`src/rtl/core/lkc_pkg.sv`:
```
package lkc_pkg;

   localparam int DEPTH      = 128;
   localparam int KEY_BITS   = 32;
   localparam int VALUE_BITS = 32;
   localparam int CAP_W      = 8;
   localparam int OCC_W      = 8;
   localparam int STAT_W     = 32;
   localparam int CAP_RESET  = 100;

   // Cells are reduced in groups, then the group results are combined.
   localparam int GROUP_SIZE = 16;
   localparam int NUM_GROUPS = (DEPTH + GROUP_SIZE - 1) / GROUP_SIZE;
   localparam int GIDX_W     = $clog2(GROUP_SIZE);
   localparam int IDX_W      = $clog2(DEPTH);
   localparam int CNT_W      = $clog2(DEPTH + 1);

   typedef enum logic [1:0] {
      FUNC_LOOKUP = 2'd0,
      FUNC_CLEAR  = 2'd1,
      FUNC_STATS  = 2'd2
   } func_type;

   typedef struct packed {
      logic [KEY_BITS-1:0]   key;
      logic [VALUE_BITS-1:0] value;
   } entry_type;

   typedef struct packed {
      logic take;
      logic kill;
   } cell_ctrl_type;

   typedef struct packed {
      logic      match;
      logic      last;
      entry_type entry;
   } cell_tap_type;

   typedef struct packed {
      logic                  hit;
      logic [GIDX_W-1:0]     idx;
      logic [VALUE_BITS-1:0] value;
      logic                  last;
      logic [KEY_BITS-1:0]   last_key;
   } group_sum_type;

   // A capacity of zero acts as one; anything above the store size saturates.
   function automatic logic [CNT_W-1:0] cap_eff(input logic [CAP_W-1:0] cap);
      logic [CNT_W-1:0] res;
      if (cap == '0) begin
         res = CNT_W'(1);
      end else if (int'(cap) > DEPTH) begin
         res = CNT_W'(DEPTH);
      end else begin
         res = CNT_W'(int'(cap));
      end
      return res;
   endfunction

endpackage

```
`src/rtl/core/lkc_cell.sv`:
```
module lkc_cell (
   input  logic                          clock,
   input  logic                          reset,
   input  lkc_pkg::cell_ctrl_type        ctrl,
   input  lkc_pkg::entry_type            prev_entry,
   input  logic                          prev_valid,
   input  logic                          next_valid,
   input  logic [lkc_pkg::KEY_BITS-1:0]  probe_key,
   output logic                          valid,
   output lkc_pkg::cell_tap_type         tap
);
   import lkc_pkg::*;

   logic      valid_ff, valid_in;
   entry_type entry_ff, entry_in;

   always_comb begin
      valid_in = valid_ff;
      entry_in = entry_ff;
      priority if (ctrl.kill) begin
         valid_in = 1'b0;
      end else if (ctrl.take) begin
         valid_in = prev_valid;
         entry_in = prev_entry;
      end
   end

   always_ff @(posedge clock) begin
      entry_ff <= entry_in;
      if (reset) begin
         valid_ff <= 1'b0;
      end else begin
         valid_ff <= valid_in;
      end
   end

   // Valid cells are packed from the head, so the oldest one is the last valid cell.
   assign valid     = valid_ff;
   assign tap.match = valid_ff && (entry_ff.key == probe_key);
   assign tap.last  = valid_ff && !next_valid;
   assign tap.entry = entry_ff;

endmodule

```
`config.mk`:
```
export PLATFORM = sky130hd
export DESIGN_NAME = lkc_cell
export DESIGN_NICKNAME = d
export VERILOG_FILES = /design/src/rtl/core/lkc_pkg.sv /design/src/rtl/core/lkc_cell.sv
export SDC_FILE = /design/constraint.sdc
export NUM_CORES = 1
export LEC_CHECK = 0
export ABC_AREA = 1
export BUFFER_PORTS_ARGS = -buffer_cell sky130_fd_sc_hd__buf_4
export CAP_MARGIN = 20
export CORE_MARGIN = 2
export CORE_UTILIZATION = 30
export CTS_CLUSTER_SIZE = 10
export DETAILED_ROUTE_END_ITERATION = 8
export PLACE_DENSITY_LB_ADDON = 0.12
export SETUP_SLACK_MARGIN = 0.02
export SYNTH_ARGS = -nofsm -noshare
export SYNTH_HDL_FRONTEND = slang
export SYNTH_SLANG_ARGS = --single-unit
```
`constraint.sdc`:
```
create_clock -name clock -period 12.85 [get_ports clock]
set_clock_uncertainty 0.05 [all_clocks]
set_input_delay 3.2125 -clock clock [delete_from_list [all_inputs] [get_ports clock]]
set_output_delay 3.2125 -clock clock [all_outputs]
set_load 0.01 [all_outputs]
```
==> results.md <==
- Initial antenna violation count: 0
- # rows: 33
- Seq/Total Area, Yosys: 76.30%
- Clock Pin Slew Worst Setup and Hold Paths: 0.08 ns
- DR vias: 2,020
- Initial Util: 30.97%
- Syn_area_per_cell: 12.18 sq um
- Final Cell Area: 4116 sq um
- Postcts setup bufs: 0
- Clock Latency Late Sink: 0.34 ns
- Psw: 113.1 uW
- Seq pwr share: 54.0%
- Syn Nets: 311
- Critical-path maximum fanout: 2
- Met2 WL: 3005 microns
- # H-tree levels: 3
- Tmin final: 7.348 ns
- Crit path DAT: 4.09 ns
- GP Congestion: 0.7016
- Status: finished clean
- Net Sw Frac: 23.90%
- Number of synthesized register bits: 65
- DRT iter0 DRCs: 44
- Die width: 96.11 microns
- Total track usage: 13.53%
- Mapped Area: 2545 sq um
- Aggregate global routing overflow: 0
- Cell Int Power: 360.0 uW
- Top layer in use: met4
- Pwr Total: 473.1 uW
- Fin nets: 491
- Final ANT Viol Nets: 0
- Largest net degree at the start of global routing: 65
- Max Transition Viols Final: 0
- Area after DPL: 3953 sq um
- Final setup vio count: 0
- DR DRC count: 0
- Final critical-path share of the clock period: 57.19%
- Yosys warning total: 0
- I/O Pins: 169
- RSZ-0062 raised after global routing: false
- TNS Setup: 0 ns
- Port bufs: 168
- Layout cell share with drive strength beyond 1: 46.45%
- Area delta synth->final: 61.75%
- Actual slew at the worst max-slew pin: 0.8287 ns
- Synth cell types: 12
- Finished Layout Cells: 499
- Detail Placement HPWL: 4822 microns
- Met3 wire length: 937 microns
- TritonCTS Buffers: 9
- Bufs on Longest Clock Path: 2
- IR drop worst, VDD: 0.07886 mV
- Hold-fix buffers at CTS: 0
- Clock network fraction of design power: 31.0%
- Fin. Hold Viols: 0
- Drt via density: 4.048
- Post-Route WL: 6231 microns
- First-pass GRT wire length: 9039 microns
- Drt first pass iters: 3
- Max Cap Viol: 0
- Die height: 96.11 microns
- Max transition margin: 44.75%
- Pleak: 1.947 nW
- Logic pwr share: 15.0%
- Ant diodes: 0
- Critical Path RT: 9.59 ns
- Power Dens Cells: 114.9 nW/um^2
- Vias in the first global route: 1,998
- Clock Sinks: 65
- Hold Crit Class: register to register
- Crit path launch type: input port
- Core area: 8217 sq um
- CTS resizes: 0
- Class of the most critical setup path: input port to output port
- CTS Root Buffer Type: clkbuf_8
- M1 WL: 2189 microns
- Max Clk Rate: 0.1361 GHz
- CTS tree: yes
- Critical Path Sink Type: output port
- Die area: 9236 sq um
- DR WL/cell: 12.49 microns
- Placed cells: 483
- Cells after Synth: 209
[registers in the layout, summed over array words and instances, names as in the netlist]
signal  count
tap        64
valid       1
[per-stage QoR]
step | utilization (%) | hold WS, ns | setup slack, ns
6_report | 50.10 | 0.4896 | 5.502
5_1_grt | 50.10 | 0.5182 | 5.323
4_1_cts | 50.10 | 0.4928 | 5.442
3_5_place_dp | 48.10 | 0.4793 | 5.444
3_3_place_gp | 48.10 | 0.4669 | 5.426
2_1_floorplan | - | 0.4787 | 5.791
[synth_stat cells]
| library cell | count | area share, % |
|---|---|---|
| a2111oi_0 | 1 | 0.34 |
| dfxtp_1 | 1 | 0.79 |
| edfxtp_1 | 64 | 76 |
| inv_1 | 41 | 6.0 |
| nand2_1 | 62 | 9.1 |
| nand3_1 | 2 | 0.39 |
| nor2_1 | 20 | 2.9 |
| nor3_1 | 2 | 0.39 |
| o211ai_1 | 1 | 0.30 |
| o21ai_0 | 7 | 1.4 |
| xnor2_1 | 5 | 1.7 |
| xor2_1 | 3 | 1.0 |
[metal layers]
metal  global-route usage (%)  vias up
li1                         -     1033
met1                    13.89      876
met2                    21.76      100
met3                    9.005       11
met4                    5.357        0
met5                        0        -
[placed cells by master (no fill, tap or decap), drive strengths merged]
cell	Yosys	routed
a2111oi	1	1
buf	0	169
clkbuf	0	11
clkinv	0	3
clkinvlp	0	2
dfxtp	1	1
edfxtp	64	64
inv	41	41
nand2	62	62
nand3	2	2
nor2	20	20
nor3	2	2
o211ai	1	1
o21ai	7	7
xnor2	5	5
xor2	3	3
[layout make-up]
| cell class | instances | area (sq um) |
|---|---|---|
| Fill cell | 765 | 4100 |
| Inverter | 41 | 153.9 |
| Tap cell | 105 | 131.4 |
| Sequential cell | 65 | 1942 |
| Timing Repair Buffer | 169 | 1269 |
| Clock buffer | 11 | 131.4 |
| Multi-Input combinational cell | 103 | 456.7 |
| Clock inverter | 5 | 32.53 |
[worst max-delay path: stages]
cell and delay (ns):
buf_4 0.11, nand2_1 0.05, nand2_1 0.05, nor2_1 0.12, nand2_1 0.07, nor2_1 0.12, nand3_1 0.11, nor2_1 0.10
buf_4 0.13
[final timing paths]
path,startpoint,endpoint,slack [ns],cells past startpoint
worst max-delay path,probe_key[18],tap[65],5.50,9
worst min-delay path,valid,valid,0.49,2
worst max register to register,valid,valid,11.93,2
worst min register to register,valid,valid,0.49,2
[power groups by stage]
stage                     sequential, mW  clock, mW  combinational, mW
after detailed placement           0.260          0             0.0721
after global placement             0.260          0             0.0715
after floorplan                    0.268          0             0.0155
after CTS                          0.256      0.154             0.0723
final                              0.255      0.147             0.0709
after global routing               0.257      0.162             0.0783
[logic make-up (layout without fill, tap and decap cells)]
kind of cell / count (synthesis) / in the layout / share of synthesized area, %
AO/OA/AOI/OAI: 9 / 9 / 2.016
buffers and inverters: 41 / 226 / 6.047
AND/OR/NAND/NOR: 86 / 86 / 12.88
XOR/XNOR: 8 / 8 / 2.753
flip-flops: 65 / 65 / 76.30
(Power assumes the default switching activity.)
