[config.mk]
export PLATFORM = sky130hd
export DESIGN_NAME = lkc_group
export DESIGN_NICKNAME = d
export VERILOG_FILES = /design/src/rtl/core/lkc_pkg.sv /design/src/rtl/core/lkc_group.sv
export SDC_FILE = /design/constraint.sdc
export NUM_CORES = 1
export LEC_CHECK = 0
export BUFFER_PORTS_ARGS = -buffer_cell sky130_fd_sc_hd__buf_4
export CAP_MARGIN = 20
export CELL_PAD_IN_SITES_DETAIL_PLACEMENT = 0
export CELL_PAD_IN_SITES_GLOBAL_PLACEMENT = 2
export CORE_AREA = 4 4 437 439
export CTS_CLUSTER_DIAMETER = 100
export DETAILED_ROUTE_END_ITERATION = 10
export DIE_AREA = 0 0 441 443
export HOLD_SLACK_MARGIN = 0.1
export PLACE_DENSITY = 0.3
export SYNTH_ARGS = -nofsm -noshare
export SYNTH_HDL_FRONTEND = slang
export SYNTH_SLANG_ARGS = --single-unit
[constraint.sdc]
create_clock -name clock -period 1.4 [get_ports clock]
set_input_delay 0.21 -clock clock [delete_from_list [all_inputs] [get_ports clock]]
set_output_delay 0.21 -clock clock [all_outputs]
set_load 0.02 [all_outputs]
[src/rtl/core/lkc_pkg.sv]
package lkc_pkg;

   localparam int DEPTH      = 128;
   localparam int KEY_BITS   = 32;
   localparam int VALUE_BITS = 32;
   localparam int CAP_W      = 8;
   localparam int OCC_W      = 8;
   localparam int STAT_W     = 32;
   localparam int CAP_RESET  = 100;

   // Cells are reduced in groups, then the group results are combined.
   localparam int GROUP_SIZE = 16;
   localparam int NUM_GROUPS = (DEPTH + GROUP_SIZE - 1) / GROUP_SIZE;
   localparam int GIDX_W     = $clog2(GROUP_SIZE);
   localparam int IDX_W      = $clog2(DEPTH);
   localparam int CNT_W      = $clog2(DEPTH + 1);

   typedef enum logic [1:0] {
      FUNC_LOOKUP = 2'd0,
      FUNC_CLEAR  = 2'd1,
      FUNC_STATS  = 2'd2
   } func_type;

   typedef struct packed {
      logic [KEY_BITS-1:0]   key;
      logic [VALUE_BITS-1:0] value;
   } entry_type;

   typedef struct packed {
      logic take;
      logic kill;
   } cell_ctrl_type;

   typedef struct packed {
      logic      match;
      logic      last;
      entry_type entry;
   } cell_tap_type;

   typedef struct packed {
      logic                  hit;
      logic [GIDX_W-1:0]     idx;
      logic [VALUE_BITS-1:0] value;
      logic                  last;
      logic [KEY_BITS-1:0]   last_key;
   } group_sum_type;

   // A capacity of zero acts as one; anything above the store size saturates.
   function automatic logic [CNT_W-1:0] cap_eff(input logic [CAP_W-1:0] cap);
      logic [CNT_W-1:0] res;
      if (cap == '0) begin
         res = CNT_W'(1);
      end else if (int'(cap) > DEPTH) begin
         res = CNT_W'(DEPTH);
      end else begin
         res = CNT_W'(int'(cap));
      end
      return res;
   endfunction

endpackage

[src/rtl/core/lkc_group.sv]
module lkc_group (
   input  logic                   clock,
   input  lkc_pkg::cell_tap_type  taps [lkc_pkg::GROUP_SIZE],
   output lkc_pkg::group_sum_type sum
);
   import lkc_pkg::*;

   group_sum_type sum_ff, sum_in;

   // At most one cell matches and at most one is the last valid one, so OR is a select.
   always_comb begin
      sum_in = '0;
      for (int j = 0; j < GROUP_SIZE; j++) begin
         if (taps[j].match) begin
            sum_in.hit   = 1'b1;
            sum_in.idx   = sum_in.idx | GIDX_W'(j);
            sum_in.value = sum_in.value | taps[j].entry.value;
         end
         if (taps[j].last) begin
            sum_in.last     = 1'b1;
            sum_in.last_key = sum_in.last_key | taps[j].entry.key;
         end
      end
   end

   always_ff @(posedge clock) begin
      sum_ff <= sum_in;
   end

   assign sum = sum_ff;

endmodule

==> results.sh, run 1 <==
export IMPL_status="finished with violations"
export IMPL_violations="setup timing"
export IMPL_pin_count=1127
export IMPL_placementRows=159
export IMPL_synth_largest_area_cell="a221oi_1"
export IMPL_drv_slew=0
export IMPL_synthMuxAreaShare=0
export IMPL_synth_warnings=0
export IMPL_crit_start="taps[206]"
export IMPL_max_cap_viol_count=0
export IMPL_postRouteAntennaNets=0
export IMPL_cts_tree="done"
export IMPL_dp_hpwl_um=116000
export IMPL_fin_hold_ws_ps=130
export IMPL_vias=16600
export IMPL_crit_slowest_cell="dlygate4sd3_1"
export IMPL_synth_top_family_by_area="compound AO/OA/AOI/OAI gates"
export IMPL_regArea_um2=1410
export IMPL_fp_dieArea_um2=195000
export IMPL_min_from="taps[965]"
export IMPL_gp_congestion=0.929
export IMPL_grt_pass1_wl_um=170000
export IMPL_cts_max_path_buffers=2
export IMPL_crit_cells=5
export IMPL_cp_num_buf_inv=2
export IMPL_hold_viol=0
export IMPL_yosys_area_share_simple=0.0687
export IMPL_drive_gt1_frac=0.505
export IMPL_fmax_ghz=0.673
export IMPL_cp_end_kind="flip-flop"
export IMPL_nFillCells=21400
export IMPL_antenna_found_initial=32
export IMPL_cts_setup_buffers=0
export IMPL_cp_max_fo=1
export IMPL_synth_net_count=1849
export IMPL_synth_top_cell_area_share=0.301
export IMPL_fin_nets=3751
export IMPL_hold_class="primary input to flip-flop"
export IMPL_synthXorXnorAreaFrac=0
export IMPL_synthTopCellsByArea="a221oi_1 30%, a22o_1 30%, dfxtp_1 19%, buf_6 8.2%, nand4_1 5.6%"
export IMPL_cp_start_kind="primary input"
export IMPL_ir_worst_vdd_v=0.000736
export IMPL_final_core_util=0.146
export IMPL_yosysSeqAreaShare=0.189
export IMPL_wire_per_inst_um=25.6
export IMPL_clock_sinks=70
export IMPL_period_minus_slack_ps=1490
export IMPL_grt_max_degree=34
export IMPL_initial_core_util=0.0396
export IMPL_core_area_um2=187000
export IMPL_port_buffers=1126
export IMPL_die_width_um=441
export IMPL_timing_final_crit_share=1.06
export IMPL_synth_area_um2=7420
export IMPL_p_leak_uw=0.0116
export IMPL_syn_inst=792
export IMPL_finalSetupViolations=3
export IMPL_power_density_nw_per_um2=460
export IMPL_cts_buffers=9
export IMPL_synth_compound_area_share=0.606
export IMPL_rsz0062_at_grt="no"
export IMPL_syn_to_final_growth_pct=267
export IMPL_cp_top_family="compound AO/OA/AOI/OAI gates"
export IMPL_grt_pass1_vias=19000
export IMPL_worst_pin_slew_ps=753
export IMPL_path_clk_slew_ps=80
export IMPL_worst_slack_ps=-85.7
export IMPL_clock_root_buffer="clkbuf_16"
export IMPL_maxSlewHeadroom=0.498
export IMPL_largest_reg_flops=70
export IMPL_synth_avg_cell_area_um2=9.37
export IMPL_via_per_inst=3.18
export IMPL_cp_slowest_stage_delay_ps=550
export IMPL_arrival_ps=1780
export IMPL_die_y_um=443
export IMPL_worst_setup_path_type="primary input to flip-flop"
export IMPL_crit_required_ps=1690
export IMPL_synth_adder_area_share=0
export IMPL_ys_ff_latch=70
export IMPL_firstDrtPassIters=4
export IMPL_grt_usage=0.130
export IMPL_cts_max_level=3
export IMPL_multi_input_area_um2=5130
export IMPL_crit_end="sum[41]"
export IMPL_synthDistinctLibCells=14
export IMPL_path_cells="dlygate4sd3_1 > buf_4 > a22o_1 > a221oi_2 > nand4_1"
export IMPL_drt_iter0_markers=718
export IMPL_drc_errors=0
export IMPL_wl_um=133000
export IMPL_grt_ovfl_total=0
## cells in the final DEF (no fill, tap or decap)
master and n:
nor4_2 1, a22o_1 252, dfxtp_1 69, clkinv_2 1, clkinvlp_4 1, nand2_1 4
clkbuf_8 2, a221oi_2 18, buf_12 27, a221oi_4 1, nor4_1 11, buf_4 1297
a22o_2 4, a221oi_1 237, dlygate4sd3_1 694, nand4_1 66, clkbuf_1 2, dfxtp_4 1
clkbuf_16 9, bufinv_16 1, diode_2 23, dlymetal6s4s_1 1
## through the flow
step	power, uW	area (um^2)	cells	worst slack [ps]	TNS, ps
floorplan	3670	7420	792	318	0
detailed placement	7960	19900	4483	-752	-15120
global route	13400	27200	5210	1.05	0
CTS	13100	27100	5184	18.1	0
global placement	7990	19900	4483	-752	-14960
finish	12500	27300	5217	-85.7	-145
## worst min-delay path by stage
stage | to | cells past startpoint
after global placement | sum[25] | 3
after global routing | sum[9] | 4
after detailed placement | sum[25] | 3
after CTS | sum[41] | 4
after floorplan | sum[35] | 2
final | sum[9] | 4
## where the power goes
part / switching, uW / total, uW / internal (uW)
clock network: 1510 / 3000 / 1480
logic: 3030 / 7520 / 4490
registers: 9.03 / 2020 / 2010
## cell families (layout without fill, tap and decap cells)
family / count (synthesis) / count (layout)
simple gates: 82 / 82
flops: 70 / 70
buf+inv: 128 / 2035
other cells: 0 / 23
compound gates: 512 / 512
## cell usage after synthesis (all sizes together)
master  instances
a221oi        256
a22o          256
buf            76
dfxtp          70
nand4          66
clkbuf         52
nor4           12
nand2           4
## cell type report
type / count / share of cell area
timing repair buffer: 2019 / 0.632
multi-input combinational: 594 / 0.188
tap: 2495 / 0.115
sequential: 70 / 0.0516
clock buffer: 13 / 0.00955
antenna: 23 / 0.00211
clock inverter: 3 / 0.00156
## per-layer routing
layer	up-vias	routed length [um]	track usage
met4	2	4930	0.0546
met3	132	6780	0.0260
met5	-	13	0
li1	7545	-	-
met1	8200	45200	0.125
met2	730	76500	0.262
## what timing repair did
| item | in CTS | in global routing |
|---|---|---|
| endpoints found under the setup margin | 5 | 9 |
| resized for setup | 6 | 7 |
| hold buffers | 685 | 14 |
| endpoints found under the hold margin | 64 | 6 |
No activity file was read; power rests on OpenSTA's default activity.
==> inputs of run 2 (changes only) <==
--- a/config.mk
+++ b/config.mk
@@ -9,9 +9,9 @@
 export CAP_MARGIN = 20
 export CELL_PAD_IN_SITES_DETAIL_PLACEMENT = 0
-export CELL_PAD_IN_SITES_GLOBAL_PLACEMENT = 2
-export CORE_AREA = 4 4 437 439
+export CELL_PAD_IN_SITES_GLOBAL_PLACEMENT = 1
+export CORE_AREA = 4 4 431 433
 export CTS_CLUSTER_DIAMETER = 100
 export DETAILED_ROUTE_END_ITERATION = 10
-export DIE_AREA = 0 0 441 443
+export DIE_AREA = 0 0 435 437
 export HOLD_SLACK_MARGIN = 0.1
 export PLACE_DENSITY = 0.3
==> constraint.sdc (replaced) <==
create_clock -name clock -period 1.4 [get_ports clock]
set_input_delay 0.21 -clock clock [delete_from_list [all_inputs] [get_ports clock]]
set_output_delay 0.21 -clock clock [all_outputs]
set_load 0.01 [all_outputs]
==> run 2 against run 1 <==
The run still ends with setup timing left. Power increased by 1.1%. Worst hold slack worse by 4.1 ps. Routed wire length increased by 0.60%. Critical path depth unchanged. Die area fell by 2.7%. Maximum frequency is 2.9% higher. Critical endpoint is now sum[25]. Largest cell class unchanged.
==> results.sh, run 2 (synthesized netlist as in run 1, its figures left out) <==
export IMPL_status="finished with violations"
export IMPL_violations="setup timing"
export IMPL_dp_hpwl_um=117000
export IMPL_initial_core_util=0.0407
export IMPL_hold_viol=0
export IMPL_die_width_um=435
export IMPL_maxSlewHeadroom=0.520
export IMPL_cts_max_path_buffers=2
export IMPL_firstDrtPassIters=5
export IMPL_syn_to_final_growth_pct=263
export IMPL_tns_ps=-43.5
export IMPL_cp_top_family="buffers and inverters"
export IMPL_layout_commonest_cell="buf_4"
export IMPL_worst_setup_path_type="primary input to flip-flop"
export IMPL_placementRows=157
export IMPL_wl_um=134000
export IMPL_cp_num_buf_inv=3
export IMPL_via_per_inst=3.24
export IMPL_final_area_um2=26900
export IMPL_antenna_found_initial=54
export IMPL_core_area_um2=182000
export IMPL_fmax_ghz=0.693
export IMPL_ir_worst_vdd_v=0.000455
export IMPL_cp_max_fo=1
export IMPL_gp_congestion=0.849
export IMPL_crit_slowest_cell="dlygate4sd3_1"
export IMPL_clock_sinks=70
export IMPL_grt_ovfl_total=0
export IMPL_drc_errors=0
export IMPL_die_y_um=437
export IMPL_cp_end_kind="flip-flop"
export IMPL_cts_max_level=3
export IMPL_cts_tree="done"
export IMPL_grt_pass1_wl_um=172000
export IMPL_pre_cts_ws_ps=-733
export IMPL_power_density_nw_per_um2=471
export IMPL_cpMostUsedCell="dlygate4sd3_1"
export IMPL_drive_gt1_frac=0.508
export IMPL_cts_buffers=9
export IMPL_period_minus_slack_ps=1440
export IMPL_largest_reg_flops=70
export IMPL_drt_iter0_markers=629
export IMPL_timing_final_crit_share=1.03
export IMPL_port_buffers=1126
export IMPL_hold_class="primary input to flip-flop"
export IMPL_grt_usage=0.135
export IMPL_pin_count=1127
export IMPL_postRouteAntennaNets=0
export IMPL_cp_start_kind="primary input"
export IMPL_path_clk_slew_ps=90
export IMPL_path_cells="dlygate4sd3_1 > buf_4 > a221oi_2 > dlygate4sd3_1 > nand4_1"
export IMPL_cts_setup_buffers=0
export IMPL_worst_pin_slew_ps=720
export IMPL_grt_pass1_vias=18800
export IMPL_grt_max_degree=34
export IMPL_wire_per_inst_um=26.4
export IMPL_arrival_ps=1770
export IMPL_fp_dieArea_um2=190000
export IMPL_dpl_instance_area_um2=19700
export IMPL_max_cap_viol_count=0
export IMPL_worst_slack_ps=-43.5
export IMPL_clock_root_buffer="clkbuf_16"
export IMPL_crit_required_ps=1720
export IMPL_cp_slowest_stage_delay_ps=580
export IMPL_drv_slew=0
export IMPL_fin_nets=3749
export IMPL_layout_common_cells="1314 x buf_4, 681 x dlygate4sd3_1, 252 x a22o_1"
export IMPL_p_leak_uw=0.0116
export IMPL_finalSetupViolations=1
export IMPL_vias=16500
[run 2: cell types whose count changed in the layout (fill, tap and decap cells not counted), moves of 5 or more]
cell           delta
diode_2          -13
buf_12            -5
a221oi_2          -6
a221oi_1          +7
dlygate4sd3_1    -13
buf_4            +17
[run 2: area by class of cell]
type | instances | area (um^2)
Fill cell | 20900 | 155000
Tap cell | 2385 | 2980
Clock buffer | 9 | 225
Timing Repair Buffer | 2017 | 17100
Clock inverter | 7 | 95.1
Sequential cell | 70 | 1400
Multi-Input combinational cell | 594 | 5070
Antenna cell | 10 | 25.0
[run 2: worst min-delay path, delay by kind of cell]
kind / cells / cell delay, ps
buf+inv: 1 / 100
compound gates: 2 / 160
simple gates: 1 / 70
[run 2: worst paths after layout]
kind	start	to	slack [ps]	cells past startpoint
hold / removal	taps[98]	sum[0]	130	4
setup / recovery	taps[189]	sum[25]	-40	5
[run 2: report_power, final]
group | switching, uW | total [uW] | leakage, uW | internal, uW
sequential | 9.11 | 2020 | 0.000568 | 2010
combinational | 3000 | 7430 | 0.0109 | 4440
clock | 1650 | 3220 | 0.000156 | 1580
[run 2: what timing repair did]
action                                 CTS  global route
endpoints found under the hold margin   64             5
setup endpoints to repair                4             7
resized for setup                        4             2
hold buffers                           676            11
[run 2: stage by stage]
step | cells | util | total power (uW) | hold slack [ps]
2_1_floorplan | 792 | - | 3660 | 341
3_3_place_gp | 4385 | 0.108 | 7920 | 451
3_5_place_dp | 4385 | 0.108 | 7870 | 445
4_1_cts | 5077 | 0.147 | 13200 | 101
5_1_grt | 5086 | 0.148 | 13400 | 110
6_report | 5092 | 0.148 | 12700 | 125
[run 2: routing by layer]
metal	up-vias	wire, um	track usage
met5	-	90	0
met4	14	2830	0.0315
met3	122	5860	0.0236
met2	705	77200	0.276
met1	8119	48200	0.140
li1	7515	-	-
==> inputs of run 3 (changes only) <==
- CELL_PAD_IN_SITES_DETAIL_PLACEMENT: 0 -> 1
- CELL_PAD_IN_SITES_GLOBAL_PLACEMENT: 1 -> 2
- CORE_AREA: 4 4 431 433 -> 4 4 437 439
- DIE_AREA: 0 0 435 437 -> 0 0 441 443
==> run 3 against run 2 <==
The run still ends with setup timing left. Via count up 0.52%. Worst hold slack better by 38 ps. Die area up 2.8%. Sequential power about the same. Clock power down 6.5%. First-iteration DRC count up 4.1%. Global-route usage down 0.19 points. Maximum frequency down 2.8%. Count of clock-buffer cells in the layout up 3. Power down 1.0%. Critical path type unchanged. Critical endpoint is now sum[37].
==> results.sh, run 3 (synthesized netlist as in run 1, its figures left out) <==
export IMPL_antenna_found_initial=31
export IMPL_clock_sinks=70
export IMPL_cp_end_kind="flip-flop"
export IMPL_min_from="taps[734]"
export IMPL_clock_root_buffer="clkbuf_16"
export IMPL_grt_usage=0.133
export IMPL_period_minus_slack_ps=1480
export IMPL_hold_viol=0
export IMPL_final_area_um2=27200
export IMPL_cts_buffers=9
export IMPL_maxSlewHeadroom=0.491
export IMPL_port_buffers=1126
export IMPL_pin_count=1127
export IMPL_top_layer="met5"
export IMPL_syn_to_final_growth_pct=267
export IMPL_ir_worst_vdd_v=0.000669
export IMPL_layout_common_cells="1297 x buf_4, 695 x dlygate4sd3_1, 252 x a22o_1"
export IMPL_gp_congestion=0.929
export IMPL_layout_commonest_cell="buf_4"
export IMPL_worst_pin_slew_ps=764
export IMPL_p_leak_uw=0.0116
export IMPL_drc_errors=0
export IMPL_final_core_util=0.145
export IMPL_grt_pass1_vias=19400
export IMPL_cts_max_path_buffers=2
export IMPL_cp_max_fo=29
export IMPL_dpl_instance_area_um2=19900
export IMPL_wl_um=136000
export IMPL_grt_max_degree=34
export IMPL_fin_nets=3752
export IMPL_hold_class="primary input to flip-flop"
export IMPL_drv_slew=0
export IMPL_postRouteAntennaNets=0
export IMPL_worst_setup_path_type="primary input to flip-flop"
export IMPL_power_density_nw_per_um2=461
export IMPL_finalSetupViolations=3
export IMPL_tns_ps=-137
export IMPL_wire_per_inst_um=26.1
export IMPL_largest_reg_flops=70
export IMPL_status="finished with violations"
export IMPL_violations="setup timing"
export IMPL_via_per_inst=3.18
export IMPL_vias=16600
export IMPL_fp_dieArea_um2=195000
export IMPL_hold_end="sum[41]"
export IMPL_die_width_um=441
export IMPL_met2_length_um=80100
export IMPL_met3_length_um=5960
export IMPL_pre_cts_ws_ps=-768
export IMPL_grt_pass1_wl_um=175000
export IMPL_initial_core_util=0.0396
export IMPL_drt_iter0_markers=655
export IMPL_cts_setup_buffers=0
export IMPL_placementRows=159
export IMPL_drt_met1_wl_um=47100
export IMPL_arrival_ps=1780
export IMPL_hold_depth=4
export IMPL_worst_slack_ps=-84.7
export IMPL_grt_ovfl_total=0
export IMPL_crit_required_ps=1700
export IMPL_timing_final_crit_share=1.06
export IMPL_core_area_um2=187000
export IMPL_dp_hpwl_um=117000
export IMPL_drive_gt1_frac=0.504
export IMPL_cts_tree="done"
export IMPL_die_y_um=443
export IMPL_finalPower_uw=12500
export IMPL_firstDrtPassIters=5
export IMPL_path_clk_slew_ps=80
export IMPL_fmax_ghz=0.674
export IMPL_cts_max_level=3
export IMPL_max_cap_viol_count=0
export IMPL_cp_start_kind="primary input"
[run 3: changes by cell type in the layout (fill, tap and decap cells not counted), moves of 2 or more]
cell | before | now
buf_12 | 22 | 27
clkbuf_8 | 0 | 2
inv_6 | 2 | 0
a221oi_2 | 12 | 16
buf_4 | 1314 | 1297
dlygate4sd3_1 | 681 | 695
diode_2 | 10 | 15
a221oi_1 | 244 | 240
[run 3: final cells by class]
| type | instances | area (um^2) |
|---|---|---|
| tap | 2495 | 3120 |
| multi-input combinational | 594 | 5100 |
| clock inverter | 4 | 45.0 |
| clock buffer | 12 | 256 |
| fill | 22100 | 160000 |
| timing repair buffer | 2020 | 17200 |
| antenna | 15 | 37.5 |
| sequential | 70 | 1410 |
[run 3: how the worst max path moves through the flow]
stage | startpoint | to | cells past startpoint
after floorplan | taps[64] | sum[10] | 5
after CTS | taps[64] | sum[19] | 5
after global routing | taps[206] | sum[41] | 5
final | taps[857] | sum[37] | 5
after detailed placement | taps[1054] | sum[15] | 5
after global placement | taps[1054] | sum[15] | 5
[run 3: report_power, final]
group | total (uW) | switching [uW] | internal (uW)
Sequential | 2020 | 8.81 | 2010
Clock | 3010 | 1530 | 1480
Combinational | 7520 | 3040 | 4490
Total | 12500 | 4570 | 7970
[run 3: through the flow]
step                      hold slack [ps]  std cells
after floorplan                       341        792
after CTS                             100       5191
after detailed placement              445       4483
after global routing                 98.2       5205
final                                 163       5210
after global placement                440       4483
[run 3: critical path, stage by stage]
cell and delay (ps):
buf_4 250, a22o_1 310, a221oi_1 530, buf_4 250, nand4_1 90
[run 3: what timing repair did]
action | in CTS | in global routing
hold buffers | 692 | 5
endpoints found under the setup margin | 4 | 4
resized for setup | 5 | 4
pin swaps | 0 | 0
endpoints found under the hold margin | 64 | 3
[run 3: per-layer routing]
| layer | track usage | up-vias |
|---|---|---|
| li1 | - | 7529 |
| met1 | 0.129 | 8236 |
| met2 | 0.280 | 691 |
| met3 | 0.0248 | 100 |
| met4 | 0.0307 | 4 |
| met5 | 0 | - |
